===== config.mk =====
export PLATFORM = sky130hd
export DESIGN_NAME = ternary_weight_packer
export DESIGN_NICKNAME = d
export VERILOG_FILES = /design/src/hdl/twp_pkg.sv /design/src/hdl/twp_cfg.sv /design/src/hdl/twp_core.sv /design/src/hdl/ternary_weight_packer.sv
export VERILOG_INCLUDE_DIRS = /design/src /design/src/hdl
export SDC_FILE = /design/constraint.sdc
export NUM_CORES = 1
export LEC_CHECK = 0
export ABC_AREA = 0
export BUFFER_PORTS_ARGS = -buffer_cell sky130_fd_sc_hd__buf_2
export CAP_MARGIN = 15
export CORE_ASPECT_RATIO = 1.1
export CORE_MARGIN = 3
export CORE_UTILIZATION = 57
export CTS_CLUSTER_DIAMETER = 40
export DETAILED_ROUTE_END_ITERATION = 6
export GPL_TIMING_DRIVEN = 0
export PLACE_DENSITY = 0.78
export REMOVE_ABC_BUFFERS = 1
export SYNTH_ARGS = -nofsm -noshare
export SYNTH_HDL_FRONTEND = slang
export SYNTH_HIERARCHICAL = 1
export SYNTH_SLANG_ARGS = --single-unit
export TNS_END_PERCENT = 1

===== constraint.sdc =====
create_clock -name clk -period 10.55 [get_ports clk]
set_clock_uncertainty 0.05 [all_clocks]
set_input_delay 0.5275 -clock clk [delete_from_list [all_inputs] [get_ports clk]]
set_output_delay 0.5275 -clock clk [all_outputs]
set_load 0.01 [all_outputs]

===== src/hdl/assert_macros.svh =====
// ---------------------------------------------------------------------------
// Assertion macros
// Shared concurrent assertion wrappers for the ternary weight packer.
// ---------------------------------------------------------------------------
`ifndef ASSERT_MACROS_SVH
`define ASSERT_MACROS_SVH

// Property must hold at every clock edge outside reset.
`define TWP_ASSERT(label, clk, rst_n, prop, msg) \
    label: assert property (@(posedge clk) disable iff (!rst_n) (prop)) else $error(msg);

// Condition must never be seen outside reset.
`define TWP_ASSERT_NEVER(label, clk, rst_n, cond, msg) \
    label: assert property (@(posedge clk) disable iff (!rst_n) !(cond)) else $error(msg);

`endif


===== src/hdl/twp_pkg.sv =====
// ---------------------------------------------------------------------------
// twp_pkg
// Types, constants and helpers for the ternary weight packer.
// ---------------------------------------------------------------------------
package twp_pkg;

    localparam int MAX_ROWS    = 4096;
    localparam int MAX_ROW_LEN = 16384;

    localparam int ROW_W  = 12;     // row counter
    localparam int COL_W  = 14;     // column counter
    localparam int GRP_W  = 13;     // group counter, holds a full row of groups
    localparam int RCNT_W = 13;     // row_count register
    localparam int LEN_W  = 15;     // row_length register
    localparam int THR_W  = 31;     // zero_threshold register
    localparam int ADDR_W = 24;
    localparam int N20_W  = 10;     // row_length / 20
    localparam int N5_W   = 12;     // five-trit groups per row

    // x / 5 == (x * RECIP5) >> RECIP5_SHIFT for x below 2^16
    localparam logic [15:0] RECIP5       = 16'hCCCD;
    localparam int          RECIP5_SHIFT = 18;

    localparam logic [30:0] FP_INF_MAG = 31'h7F80_0000;

    typedef enum logic [2:0] {
        MODE_FOUR_PLAIN = 3'd0,
        MODE_FOUR_X4    = 3'd1,
        MODE_FOUR_X8    = 3'd2,
        MODE_FIVE_PLAIN = 3'd3,
        MODE_FIVE_X2    = 3'd4
    } layout_t;

    typedef enum logic [1:0] {
        REG_LAYOUT_MODE    = 2'd0,
        REG_ROW_COUNT      = 2'd1,
        REG_ROW_LENGTH     = 2'd2,
        REG_ZERO_THRESHOLD = 2'd3
    } reg_idx_t;

    typedef logic [1:0] trit_t;
    localparam trit_t TRIT_NEG  = 2'd0;
    localparam trit_t TRIT_ZERO = 2'd1;
    localparam trit_t TRIT_POS  = 2'd2;

    // Effective configuration seen by the datapath
    typedef struct packed {
        layout_t            mode;
        logic               five;
        logic [RCNT_W-1:0]  rows;
        logic [LEN_W-1:0]   len;
        logic [LEN_W-1:0]   covered;
        logic [N5_W-1:0]    n5;
        logic [GRP_W-1:0]   total;
        logic [THR_W-1:0]   threshold;
    } cfg_t;

    function automatic logic [7:0] pow3(input logic [2:0] pos);
        logic [7:0] p;
        unique case (pos)
            3'd0:    p = 8'd1;
            3'd1:    p = 8'd3;
            3'd2:    p = 8'd9;
            3'd3:    p = 8'd27;
            3'd4:    p = 8'd81;
            default: p = 8'd0;
        endcase
        return p;
    endfunction

endpackage


===== src/hdl/twp_cfg.sv =====
// ---------------------------------------------------------------------------
// twp_cfg
// APB register file; derives the per-row group counts at write time.
// ---------------------------------------------------------------------------
module twp_cfg
    import twp_pkg::*;
(
    input  logic        clk,
    input  logic        rst_n,
    input  logic        psel,
    input  logic        penable,
    input  logic        pwrite,
    input  logic [3:0]  paddr,
    input  logic [31:0] pwdata,
    output logic [31:0] prdata,
    output logic        pready,
    output cfg_t        cfg
);

    logic [2:0]        mode_reg;
    logic [RCNT_W-1:0] rows_reg;
    logic [LEN_W-1:0]  len_reg;
    logic [THR_W-1:0]  thr_reg;
    logic [RCNT_W-1:0] rows_eff_reg, rows_eff_next;
    logic [LEN_W-1:0]  len_eff_reg, len_eff_next;
    logic [N20_W-1:0]  n20_reg, n20_next;
    logic [2:0]        r4_reg, r4_next;

    logic              wr;
    reg_idx_t          idx;
    logic [RCNT_W-1:0] rows_in;
    logic [LEN_W-1:0]  len_in;
    logic [28:0]       recip_prod;
    logic [LEN_W-1:0]  n20_x20;
    logic [4:0]        rem20;
    layout_t           mode_eff;
    logic [N5_W-1:0]   n5_all;

    assign pready = 1'b1;
    assign wr     = psel && penable && pwrite;
    assign idx    = reg_idx_t'(paddr[3:2]);

    assign rows_in = pwdata[RCNT_W-1:0];
    assign len_in  = pwdata[LEN_W-1:0];

    always_comb
    begin
        if (rows_in == '0)
            rows_eff_next = RCNT_W'(1);
        else if (rows_in > RCNT_W'(MAX_ROWS))
            rows_eff_next = RCNT_W'(MAX_ROWS);
        else
            rows_eff_next = rows_in;

        if (len_in == '0)
            len_eff_next = LEN_W'(1);
        else if (len_in > LEN_W'(MAX_ROW_LEN))
            len_eff_next = LEN_W'(MAX_ROW_LEN);
        else
            len_eff_next = len_in;
    end

    // len / 20 as (len / 4) / 5, the /5 by reciprocal multiply
    assign recip_prod = 29'(len_eff_next[LEN_W-1:2]) * 29'(RECIP5);
    assign n20_next   = N20_W'(recip_prod >> RECIP5_SHIFT);
    assign n20_x20    = LEN_W'({n20_next, 4'b0000}) + LEN_W'({n20_next, 2'b00});
    assign rem20      = 5'(len_eff_next - n20_x20);
    assign r4_next    = rem20[4:2];

    always_ff @(posedge clk or negedge rst_n)
    begin
        if (!rst_n)
        begin
            mode_reg     <= 3'(MODE_FOUR_PLAIN);
            rows_reg     <= RCNT_W'(1);
            len_reg      <= LEN_W'(4);
            thr_reg      <= THR_W'(898037693);
            rows_eff_reg <= RCNT_W'(1);
            len_eff_reg  <= LEN_W'(4);
            n20_reg      <= '0;
            r4_reg       <= 3'd1;
        end
        else if (wr)
        begin
            unique case (idx)
                REG_LAYOUT_MODE:
                begin
                    mode_reg <= pwdata[2:0];
                end
                REG_ROW_COUNT:
                begin
                    rows_reg     <= rows_in;
                    rows_eff_reg <= rows_eff_next;
                end
                REG_ROW_LENGTH:
                begin
                    len_reg     <= len_in;
                    len_eff_reg <= len_eff_next;
                    n20_reg     <= n20_next;
                    r4_reg      <= r4_next;
                end
                REG_ZERO_THRESHOLD:
                begin
                    thr_reg <= pwdata[THR_W-1:0];
                end
            endcase
        end
    end

    always_comb
    begin
        unique case (idx)
            REG_LAYOUT_MODE:    prdata = 32'(mode_reg);
            REG_ROW_COUNT:      prdata = 32'(rows_reg);
            REG_ROW_LENGTH:     prdata = 32'(len_reg);
            REG_ZERO_THRESHOLD: prdata = 32'(thr_reg);
        endcase
    end

    // unused layout codes fall back to four-trit plain
    always_comb
    begin
        unique case (mode_reg)
            3'(MODE_FOUR_X4):    mode_eff = MODE_FOUR_X4;
            3'(MODE_FOUR_X8):    mode_eff = MODE_FOUR_X8;
            3'(MODE_FIVE_PLAIN): mode_eff = MODE_FIVE_PLAIN;
            3'(MODE_FIVE_X2):    mode_eff = MODE_FIVE_X2;
            default:             mode_eff = MODE_FOUR_PLAIN;
        endcase
    end

    assign n5_all = {n20_reg, 2'b00};

    always_comb
    begin
        cfg.mode      = mode_eff;
        cfg.five      = (mode_eff == MODE_FIVE_PLAIN) || (mode_eff == MODE_FIVE_X2);
        cfg.rows      = rows_eff_reg;
        cfg.len       = len_eff_reg;
        cfg.covered   = {len_eff_reg[LEN_W-1:2], 2'b00};
        cfg.n5        = cfg.five ? n5_all : '0;
        cfg.total     = cfg.five ? (GRP_W'(n5_all) + GRP_W'(r4_reg))
                                 : GRP_W'(len_eff_reg[LEN_W-1:2]);
        cfg.threshold = thr_reg;
    end

endmodule


===== src/hdl/twp_core.sv =====
// ---------------------------------------------------------------------------
// twp_core
// Trit mapping, base-3 accumulate, row/group counters, address and result reg.
// ---------------------------------------------------------------------------
`include "assert_macros.svh"

module twp_core
    import twp_pkg::*;
(
    input  logic              clk,
    input  logic              rst_n,
    input  cfg_t              cfg,
    input  logic              in_valid,
    input  logic [31:0]       in_bits,
    output logic              take,
    input  logic              out_ready,
    output logic              out_valid,
    output logic [7:0]        out_byte,
    output logic [ADDR_W-1:0] out_addr,
    output logic              out_last
);

    logic [COL_W-1:0]  col_reg, col_next;
    logic [ROW_W-1:0]  row_reg, row_next;
    logic [GRP_W-1:0]  grp_reg, grp_next;
    logic [2:0]        pos_reg, pos_next;
    logic [7:0]        acc_reg, acc_next;
    logic              out_valid_reg;
    logic [7:0]        out_byte_reg;
    logic [ADDR_W-1:0] out_addr_reg;
    logic              out_last_reg;

    logic [THR_W-1:0]  mag;
    trit_t             trit;
    logic [7:0]        p3, term, acc_sum;
    logic              active, in_five, close, emit, row_end, last_row, last_grp;
    logic [3:0]        pos_inc;
    logic [1:0]        shift;
    logic [GRP_W-1:0]  g_hi, g_lo;
    logic [25:0]       prod;
    logic [ADDR_W-1:0] addr;

    assign take = in_valid && (!out_valid_reg || out_ready);

    // NaN always maps to zero; infinities go through the compare
    assign mag = in_bits[30:0];
    always_comb
    begin
        if ((mag > FP_INF_MAG) || (mag <= cfg.threshold))
            trit = TRIT_ZERO;
        else if (in_bits[31])
            trit = TRIT_NEG;
        else
            trit = TRIT_POS;
    end

    assign p3 = pow3(pos_reg);
    always_comb
    begin
        unique case (trit)
            TRIT_POS:  term = {p3[6:0], 1'b0};
            TRIT_ZERO: term = p3;
            default:   term = 8'd0;
        endcase
    end
    assign acc_sum = acc_reg + term;

    assign active   = LEN_W'(col_reg) < cfg.covered;
    assign in_five  = grp_reg < GRP_W'(cfg.n5);
    assign pos_inc  = 4'(pos_reg) + 4'd1;
    assign close    = in_five ? (pos_inc >= 4'd5) : (pos_inc >= 4'd4);
    assign emit     = active && close;
    assign row_end  = (LEN_W'(col_reg) + LEN_W'(1)) >= cfg.len;
    assign last_row = (RCNT_W'(row_reg) + RCNT_W'(1)) >= cfg.rows;
    assign last_grp = (14'(grp_reg) + 14'd1) == 14'(cfg.total);

    // interleave: addr = ((g >> s) * R << s) + (j << s) + g[s-1:0]
    always_comb
    begin
        unique case (cfg.mode)
            MODE_FOUR_X4: shift = 2'd2;
            MODE_FOUR_X8: shift = 2'd3;
            MODE_FIVE_X2: shift = in_five ? 2'd1 : 2'd0;
            default:      shift = 2'd0;
        endcase
    end

    assign g_hi = grp_reg >> shift;
    assign g_lo = grp_reg & GRP_W'((GRP_W'(1) << shift) - GRP_W'(1));
    assign prod = 26'(g_hi) * 26'(cfg.rows);
    assign addr = (ADDR_W'(prod) << shift) + (ADDR_W'(row_reg) << shift) + ADDR_W'(g_lo);

    always_comb
    begin
        col_next = col_reg;
        row_next = row_reg;
        grp_next = grp_reg;
        pos_next = pos_reg;
        acc_next = acc_reg;
        if (take)
        begin
            if (active)
            begin
                if (close)
                begin
                    acc_next = '0;
                    pos_next = '0;
                    grp_next = grp_reg + GRP_W'(1);
                end
                else
                begin
                    acc_next = acc_sum;
                    pos_next = pos_reg + 3'd1;
                end
            end
            if (row_end)
            begin
                col_next = '0;
                grp_next = '0;
                pos_next = '0;
                acc_next = '0;
                row_next = last_row ? '0 : row_reg + ROW_W'(1);
            end
            else
            begin
                col_next = col_reg + COL_W'(1);
            end
        end
    end

    always_ff @(posedge clk or negedge rst_n)
    begin
        if (!rst_n)
        begin
            col_reg       <= '0;
            row_reg       <= '0;
            grp_reg       <= '0;
            pos_reg       <= '0;
            acc_reg       <= '0;
            out_valid_reg <= 1'b0;
        end
        else
        begin
            col_reg <= col_next;
            row_reg <= row_next;
            grp_reg <= grp_next;
            pos_reg <= pos_next;
            acc_reg <= acc_next;
            if (take && emit)
                out_valid_reg <= 1'b1;
            else if (out_ready)
                out_valid_reg <= 1'b0;
        end
    end

    always_ff @(posedge clk)
    begin
        if (take && emit)
        begin
            out_byte_reg <= acc_sum;
            out_addr_reg <= addr;
            out_last_reg <= last_row && last_grp;
        end
    end

    assign out_valid = out_valid_reg;
    assign out_byte  = out_byte_reg;
    assign out_addr  = out_addr_reg;
    assign out_last  = out_last_reg;

    `TWP_ASSERT(a_row_restart, clk, rst_n, (take && row_end) |=> (col_reg == '0 && grp_reg == '0 && pos_reg == '0), "row end did not clear counters")
    `TWP_ASSERT(a_row_start_clean, clk, rst_n, (col_reg == '0) |-> (pos_reg == '0 && acc_reg == '0), "partial group at row start")
    `TWP_ASSERT_NEVER(a_acc_range, clk, rst_n, (acc_reg > 8'd242) || (pos_reg > 3'd4), "accumulator or trit position out of range")
    `TWP_ASSERT(a_emit_loads, clk, rst_n, (take && emit) |=> out_valid_reg, "result lost on emit")

endmodule


===== src/hdl/ternary_weight_packer.sv =====
// ---------------------------------------------------------------------------
// ternary_weight_packer
// Maps fp32 weights to trits and packs them base 3 into addressed bytes.
// ---------------------------------------------------------------------------
// channel   dir  handshake                   payload
// s_axis    in   tvalid/tready               tdata = weight_bits
// m_axis    out  tvalid/tready               tdata = packed_byte, dest_addr; tlast = matrix_done
// apb       in   psel/penable/pwrite/pready  4 registers at 0x0, 0x4, 0x8, 0xC
//
// One weight per cycle unless m_axis stalls; a byte's last weight goes through the input
// register and the byte into the result register. The rate is set by the single pass
// from the input register through trit map, group/address logic (one 13x13 multiply)
// into the result register. Reset clears counters and pipeline valids; no clearing pass.
// A stalled result holds the pipe; the input stage still fills behind it.
// ---------------------------------------------------------------------------
module ternary_weight_packer
    import twp_pkg::*;
(
    input  logic        clk,
    input  logic        rst_n,
    input  logic        s_axis_tvalid,
    output logic        s_axis_tready,
    input  logic [31:0] s_axis_tdata,   // [31:0] weight_bits
    output logic        m_axis_tvalid,
    input  logic        m_axis_tready,
    output logic [31:0] m_axis_tdata,   // [7:0] packed_byte, [31:8] dest_addr
    output logic        m_axis_tlast,
    input  logic        psel,
    input  logic        penable,
    input  logic        pwrite,
    input  logic [3:0]  paddr,
    input  logic [31:0] pwdata,
    output logic [31:0] prdata,
    output logic        pready
);

    cfg_t              cfg;
    logic              in_valid_reg;
    logic [31:0]       in_bits_reg;
    logic              core_take;
    logic [7:0]        out_byte;
    logic [ADDR_W-1:0] out_addr;

    assign s_axis_tready = !in_valid_reg || core_take;

    always_ff @(posedge clk or negedge rst_n)
    begin
        if (!rst_n)
            in_valid_reg <= 1'b0;
        else if (s_axis_tready)
            in_valid_reg <= s_axis_tvalid;
    end

    always_ff @(posedge clk)
    begin
        if (s_axis_tvalid && s_axis_tready)
            in_bits_reg <= s_axis_tdata;
    end

    twp_cfg u_cfg (
        .clk     (clk),
        .rst_n   (rst_n),
        .psel    (psel),
        .penable (penable),
        .pwrite  (pwrite),
        .paddr   (paddr),
        .pwdata  (pwdata),
        .prdata  (prdata),
        .pready  (pready),
        .cfg     (cfg)
    );

    twp_core u_core (
        .clk       (clk),
        .rst_n     (rst_n),
        .cfg       (cfg),
        .in_valid  (in_valid_reg),
        .in_bits   (in_bits_reg),
        .take      (core_take),
        .out_ready (m_axis_tready),
        .out_valid (m_axis_tvalid),
        .out_byte  (out_byte),
        .out_addr  (out_addr),
        .out_last  (m_axis_tlast)
    );

    assign m_axis_tdata = {out_addr, out_byte};

endmodule

* Yosys cells after proc, flatten, opt, wreduce, memory -nomap -nowiden *
Cells that the tools add are included.

operators by class
  bitwise logic cells = 1
  add/sub/neg operators = 15
  $mul = 2
  muxes and demuxes = 28
  shifts and indexed selects = 4
  order comparisons = 10
  reduce and logical (&&, ||, !) cells = 27
  eq/ne operators = 18
  divide/modulo/power cells = 0

operators with widths
  operator                                                               number
  32-bit one-hot mux with 4 select lines                                 1
  13-bit two-way mux                                                     6
  7-bit one-hot mux with 5 select lines                                  1
  31-bit > comparator, second input constant                             1
  31-bit less-or-equal comparator                                        1
  15-bit two-way mux                                                     2
  13-bit by 16-bit multiplier with 28-bit output, second input constant  1
  24-bit by 13-bit adder with 24-bit output                              1
  24-bit adder                                                           1
  13-bit by 13-bit multiplier with 24-bit output                         1
  12-bit two-way mux                                                     2
  8-bit two-way mux                                                      3
  12-bit by 2-bit left shift with 24-bit output                          1
  24-bit by 2-bit left shift with 24-bit output                          1
  3-bit by 2-bit == test with 1-bit output, second input constant        6
  8-bit one-hot mux with 2 select lines                                  1
  14-bit by 1-bit adder with 15-bit output, second input constant        1
  15-bit greater-or-equal comparator                                     1
  15-bit > comparator, second input constant                             1
  15-bit logical NOT                                                     1
  14-bit by 15-bit < comparator with 1-bit output                        1
  13-bit by 1-bit adder with 14-bit output, second input constant        1
  14-bit by 1-bit adder with 14-bit output, second input constant        1
  14-bit by 13-bit == test with 1-bit output                             1
  36 further kinds                                                       67

storage, ports and cells
  output and inout port bits = 68
  input port bits = 75
  register bits = 220
  memories = 0
  word-level logic and storage cells = 124
  memory bits (read-only) = 0
  bits in latches = 0
  RAM bits = 0

* Logic depth before layout (Yosys ltp) *
  depth in word-level cells = 13
  depth in mapped cells = 47

* By module *
The synthesis kept the hierarchy.

by module, submodules not included
  module                 instances  area an instance (µm²)  cells each
  twp_core               1          14,622.8                1,759
  twp_cfg                1          7,778.7                 775
  ternary_weight_packer  1          1,014.7                 36

* Least setup slack after synthesis *
No wires, ideal clock.

  path type = register to register
  start = reg u_cfg.mode_reg[1]
  end = reg u_core.out_addr_reg[22], in the netlist u_core/out_addr[22] (data pin)
  required time = 10.232 ns
  cell stages (with the launch flop) = 45
  clock period less this slack = 10.078 ns
  arrival time = 9.761 ns
  slack = 0.472 ns
  path through = dfrtp_1 -> nor3b_1 -> a21o_1 -> clkbuf_1 -> and2_1 -> inv_1 -> ha_1 -> nand4b_1 -> nor3_1 -> nor3_1 -> o21a_4 -> nor2_1 -> buf_2 -> mux2i_1 -> mux2i_1 -> and2_1 -> fa_1 -> inv_1 -> [9 not listed] -> and3_2 -> xnor2_1 -> mux2i_1 -> nand2_1 -> o21ai_0 -> fa_1 -> inv_1 -> ha_1 -> a21o_1 -> a21o_1 -> a21oi_1 -> o21ai_1 -> a21oi_1 -> nor2b_1 -> o21a_1 -> o41a_1 -> nand4b_1 -> xor2_1

RTL lines
  item                    RTL line         text
  from (decl)             twp_cfg.sv:20    logic [2:0] mode_reg;
  from (signal assigned)  twp_cfg.sv:74    mode_reg <= 3'(MODE_FOUR_PLAIN);
  from (signal assigned)  twp_cfg.sv:88    mode_reg <= pwdata[2:0];
  to (signal assigned)    twp_core.sv:161  out_addr_reg <= addr;
  to (decl)               twp_core.sv:30   logic [ADDR_W-1:0] out_addr_reg;

==> run_summary.xml <==
<?xml version="1.0" encoding="UTF-8"?>
<metrics>
  <group name="detailed_routing">
    <metric name="detailroute.via_count" unit="">18800</metric>
    <metric name="wl_per_cell" unit="microns">18.5</metric>
    <metric name="drt.antenna.violating_nets" unit="">0</metric>
    <metric name="viasPerCell" unit="">5.84</metric>
    <metric name="postRouteWirelength" unit="mm">59.6</metric>
    <metric name="drcViolationCount" unit="">0</metric>
    <metric name="detailedRoute.firstPassIterationCount" unit="">6</metric>
    <metric name="detailedRoute.firstIterationViolations" unit="">1271</metric>
  </group>
  <group name="yosys">
    <metric name="postSynthRegisterBits" unit="">220</metric>
    <metric name="async_s_r_ff_share_synth" unit="%">70.5</metric>
    <metric name="syn-instance-count" unit="">2570</metric>
    <metric name="netlist.top_cell.by_area" unit="">fa_1</metric>
    <metric name="synth_area" unit="sq mm">0.0234</metric>
    <metric name="ys.warnings.count" unit="">6</metric>
    <metric name="synthTopCellsByArea" unit="">fa_1 (16%), ha_1 (14%), dfrtp_1 (14%)</metric>
    <metric name="post_synth_num_cell_types" unit="">103</metric>
    <metric name="synthesis.area_per_instance" unit="sq um">9.11</metric>
    <metric name="dominantRegCellSynth" unit="">dfrtp_1</metric>
    <metric name="sequential_to_total_area_share_from_yosys_stat" unit="%">25.0</metric>
    <metric name="synth_enable_flop_cells" unit="">65</metric>
    <metric name="synth_top_area_share" unit="%">15.6</metric>
  </group>
  <group name="sta">
    <metric name="period_share" unit="%">97.6</metric>
    <metric name="finalMaxSlewViolations" unit="">0</metric>
    <metric name="postLayoutSetupSlackWorst" unit="ns">0.249</metric>
    <metric name="timing.fmax" unit="MHz">97.1</metric>
    <metric name="worst-slew-pin-transition" unit="ns">1.28</metric>
    <metric name="hold_viol_final" unit="">0</metric>
    <metric name="max-slew-margin-rel" unit="%">14.7</metric>
    <metric name="final_period_minus_worst_setup_slack" unit="ns">10.30</metric>
    <metric name="holdWs" unit="ns">0.122</metric>
    <metric name="final-setup-viol-count" unit="">0</metric>
  </group>
  <group name="floorplanning">
    <metric name="die_w" unit="microns">199</metric>
    <metric name="row_cnt" unit="">77</metric>
    <metric name="pin_count" unit="">143</metric>
    <metric name="floorplan.die.height" unit="microns">219</metric>
    <metric name="initial_core_util" unit="%">58.0</metric>
    <metric name="core-area" unit="sq mm">0.0404</metric>
    <metric name="die-area" unit="sq mm">0.0436</metric>
  </group>
  <group name="placement">
    <metric name="port-buffer-count" unit="">137</metric>
    <metric name="post-place-ws" unit="ns">-2.10</metric>
    <metric name="post-place-cells" unit="">3115</metric>
    <metric name="detailed_place_hpwl" unit="mm">44.3</metric>
    <metric name="routability_cong" unit="">0.935</metric>
  </group>
  <group name="clocking">
    <metric name="ctsRootBufferMaster" unit="">clkbuf_16</metric>
    <metric name="cts_num_sinks" unit="">220</metric>
    <metric name="htree_levels" unit="">2</metric>
    <metric name="cts_tree" unit="">done</metric>
    <metric name="worst_setup_hold_path_clk_slew" unit="ns">0.06</metric>
    <metric name="clock_path_buffers" unit="">3</metric>
    <metric name="clock_latency_on_the_worst_skew_pair" unit="ns">0.53</metric>
    <metric name="tritoncts.num_buffers" unit="">35</metric>
  </group>
  <group name="worst_setup_path">
    <metric name="critical_path_peak_fanout" unit="">6</metric>
    <metric name="critical_path.top_delay_family" unit="">adder cells</metric>
    <metric name="worst_ep_arrival_time" unit="ns">10.52</metric>
    <metric name="critical_path_startpoint_category" unit="">flop</metric>
    <metric name="worst-setup-path-type" unit="">reg2reg</metric>
    <metric name="critPathSlowestCell" unit="">fa_1</metric>
    <metric name="setup.worst_path.end_class" unit="">flop</metric>
    <metric name="crit_path_max_incr_delay" unit="ns">0.55</metric>
    <metric name="worstPathBufferInverterCount" unit="">7</metric>
    <metric name="required_time_at_the_worst_slack_endpoint" unit="ns">10.77</metric>
  </group>
  <group name="cells_and_area">
    <metric name="drive_gt1_share" unit="%">15.8</metric>
    <metric name="area_taken_by_multi_input_logic_gates" unit="sq mm">0.0160</metric>
    <metric name="finish.utilization" unit="%">65.1</metric>
    <metric name="commonest_cells_after_routing_fill_and_taps_aside" unit="">inv_1 (394), nand2_1 (369), ha_1 (259)</metric>
    <metric name="fillCellCount" unit="">3105</metric>
    <metric name="final_common_cell" unit="">inv_1</metric>
    <metric name="fin_nets" unit="">3202</metric>
    <metric name="largest_register_ffs" unit="">32</metric>
    <metric name="syn2layout_area_growth" unit="%">12.3</metric>
    <metric name="non_filler_instance_count_after_layout" unit="">3223</metric>
    <metric name="final-seq-area" unit="sq mm">0.00587</metric>
  </group>
  <group name="global_routing">
    <metric name="first_global_vias" unit="">19500</metric>
    <metric name="largest_net_degree_at_the_start_of_global_routing" unit="">86</metric>
    <metric name="grt_first_pass_wirelength" unit="mm">95.5</metric>
    <metric name="grt_overflow_total" unit="">0</metric>
    <metric name="grt_antenna_before_repair" unit="">1</metric>
    <metric name="track_usage" unit="%">27.1</metric>
  </group>
  <group name="power_and_ir_drop">
    <metric name="power.static_leakage" unit="nW">13.2</metric>
    <metric name="power-per-cell-area" unit="mW/mm^2">196</metric>
    <metric name="vdd.ir_drop.worst" unit="uV">197</metric>
  </group>
  <group name="status">
    <metric name="status" unit="">finished clean</metric>
  </group>
  <group name="worst_hold_path">
    <metric name="min_path_type" unit="">in2reg</metric>
  </group>
  <group name="run">
    <metric name="maxCapViolCount" unit="">0</metric>
  </group>
</metrics>
==> metal layers <==
layer / wire, microns / track usage [%] / vias to the layer above
li1: - / - / 8698
met1: 23700 / 33.7 / 9231
met2: 30000 / 47.6 / 708
met3: 3260 / 3.85 / 188
met4: 2710 / 10.8 / 0
met5: 0 / 0 / -
==> power breakdown <==
part | switching [mW] | internal (mW) | leakage [nW] | total (mW)
sequential | 0.201 | 1.15 | 2.57 | 1.35
clock | 0.429 | 0.728 | 0.585 | 1.16
combinational | 1.54 | 1.10 | 10.1 | 2.64
==> cell type report <==
type | count | share of cell area, %
multi-input cells | 1846 | 60.7
flip-flops and latches | 220 | 22.3
inverters | 396 | 5.69
repair buffers | 183 | 4.33
clock buffers | 46 | 3.80
well taps | 513 | 2.44
clock inverters | 18 | 0.733
diodes | 1 | 0.00952
==> path summary, 6_finish.rpt <==
path / from / end / slack (ns) / cells after the start
worst max register to register: u_cfg/mode_reg[0]$_DFFE_PN0P_ / u_core/out_addr[22]$_DFFE_PP_ / 0.25 / 43
min in group asynchronous: rst_n / u_cfg/thr_reg[16]$_DFFE_PN0P_ / 0.51 / 2
worst min-delay path: s_axis_tdata[16] / in_bits_reg[16]$_DFFE_PP_ / 0.12 / 1
worst max-delay path: u_cfg/mode_reg[0]$_DFFE_PN0P_ / u_core/out_addr[22]$_DFFE_PP_ / 0.25 / 43
max in group asynchronous: rst_n / u_cfg/r4_reg[0]$_DFFE_PN1P_ / 9.05 / 3
worst min register to register: u_cfg/rows_reg[0]$_DFFE_PN1P_ / u_cfg/rows_reg[0]$_DFFE_PN1P_ / 0.41 / 2
==> cells in the mapped netlist (20+ instances only) <==
| cell type | n |
|---|---|
| nand3_1 | 45 |
| nor2_1 | 81 |
| xor2_1 | 48 |
| and3_1 | 64 |
| a21o_1 | 33 |
| mux2i_1 | 39 |
| mux2_2 | 56 |
| o21ai_0 | 124 |
| fa_1 | 182 |
| and2_1 | 88 |
| buf_2 | 20 |
| dfrtp_1 | 130 |
| dfstp_2 | 25 |
| edfxtp_1 | 65 |
| xnor2_1 | 61 |
| clkbuf_1 | 72 |
| nand2b_1 | 39 |
| nand2_1 | 370 |
| a21oi_1 | 68 |
| inv_1 | 394 |
| buf_4 | 20 |
| ha_1 | 263 |
==> repair_timing <==
action	in CTS	in global routing
setup endpoints to repair	17	11
endpoints found under the hold margin	24	0
hold buffers	1	0
pin swaps	3	8
buffers inserted	6	31
gates cloned	2	2
gates resized for setup	26	46
==> metrics by stage <==
| step | power [mW] | TNS (ns) | instance area [sq um] |
|---|---|---|---|
| final | 5.14 | 0 | 26300 |
| after global routing | 5.54 | -0.625 | 26300 |
| after CTS | 5.04 | -0.135 | 25800 |
| after detailed placement | 3.81 | -24.91 | 24400 |
| after global placement | 3.66 | -47.29 | 24200 |
| after floorplan | 3.08 | -10.96 | 22900 |
==> kinds of logic (layout without fill, tap and decap cells) <==
| group | after synthesis | after routing | synth area share [%] |
|---|---|---|---|
| AOI/OAI and AO/OA | 369 | 371 | 10.6 |
| xor gates and xnor gates | 110 | 110 | 4.17 |
| adders and majority gates | 445 | 445 | 29.6 |
| buffers and inverters | 516 | 643 | 8.84 |
| DFF | 220 | 220 | 25.0 |
| muxes | 100 | 100 | 4.80 |
| other | 3 | 12 | 0.0481 |
| and+or+nand+nor | 807 | 809 | 16.9 |
(Power assumes the default switching activity.)
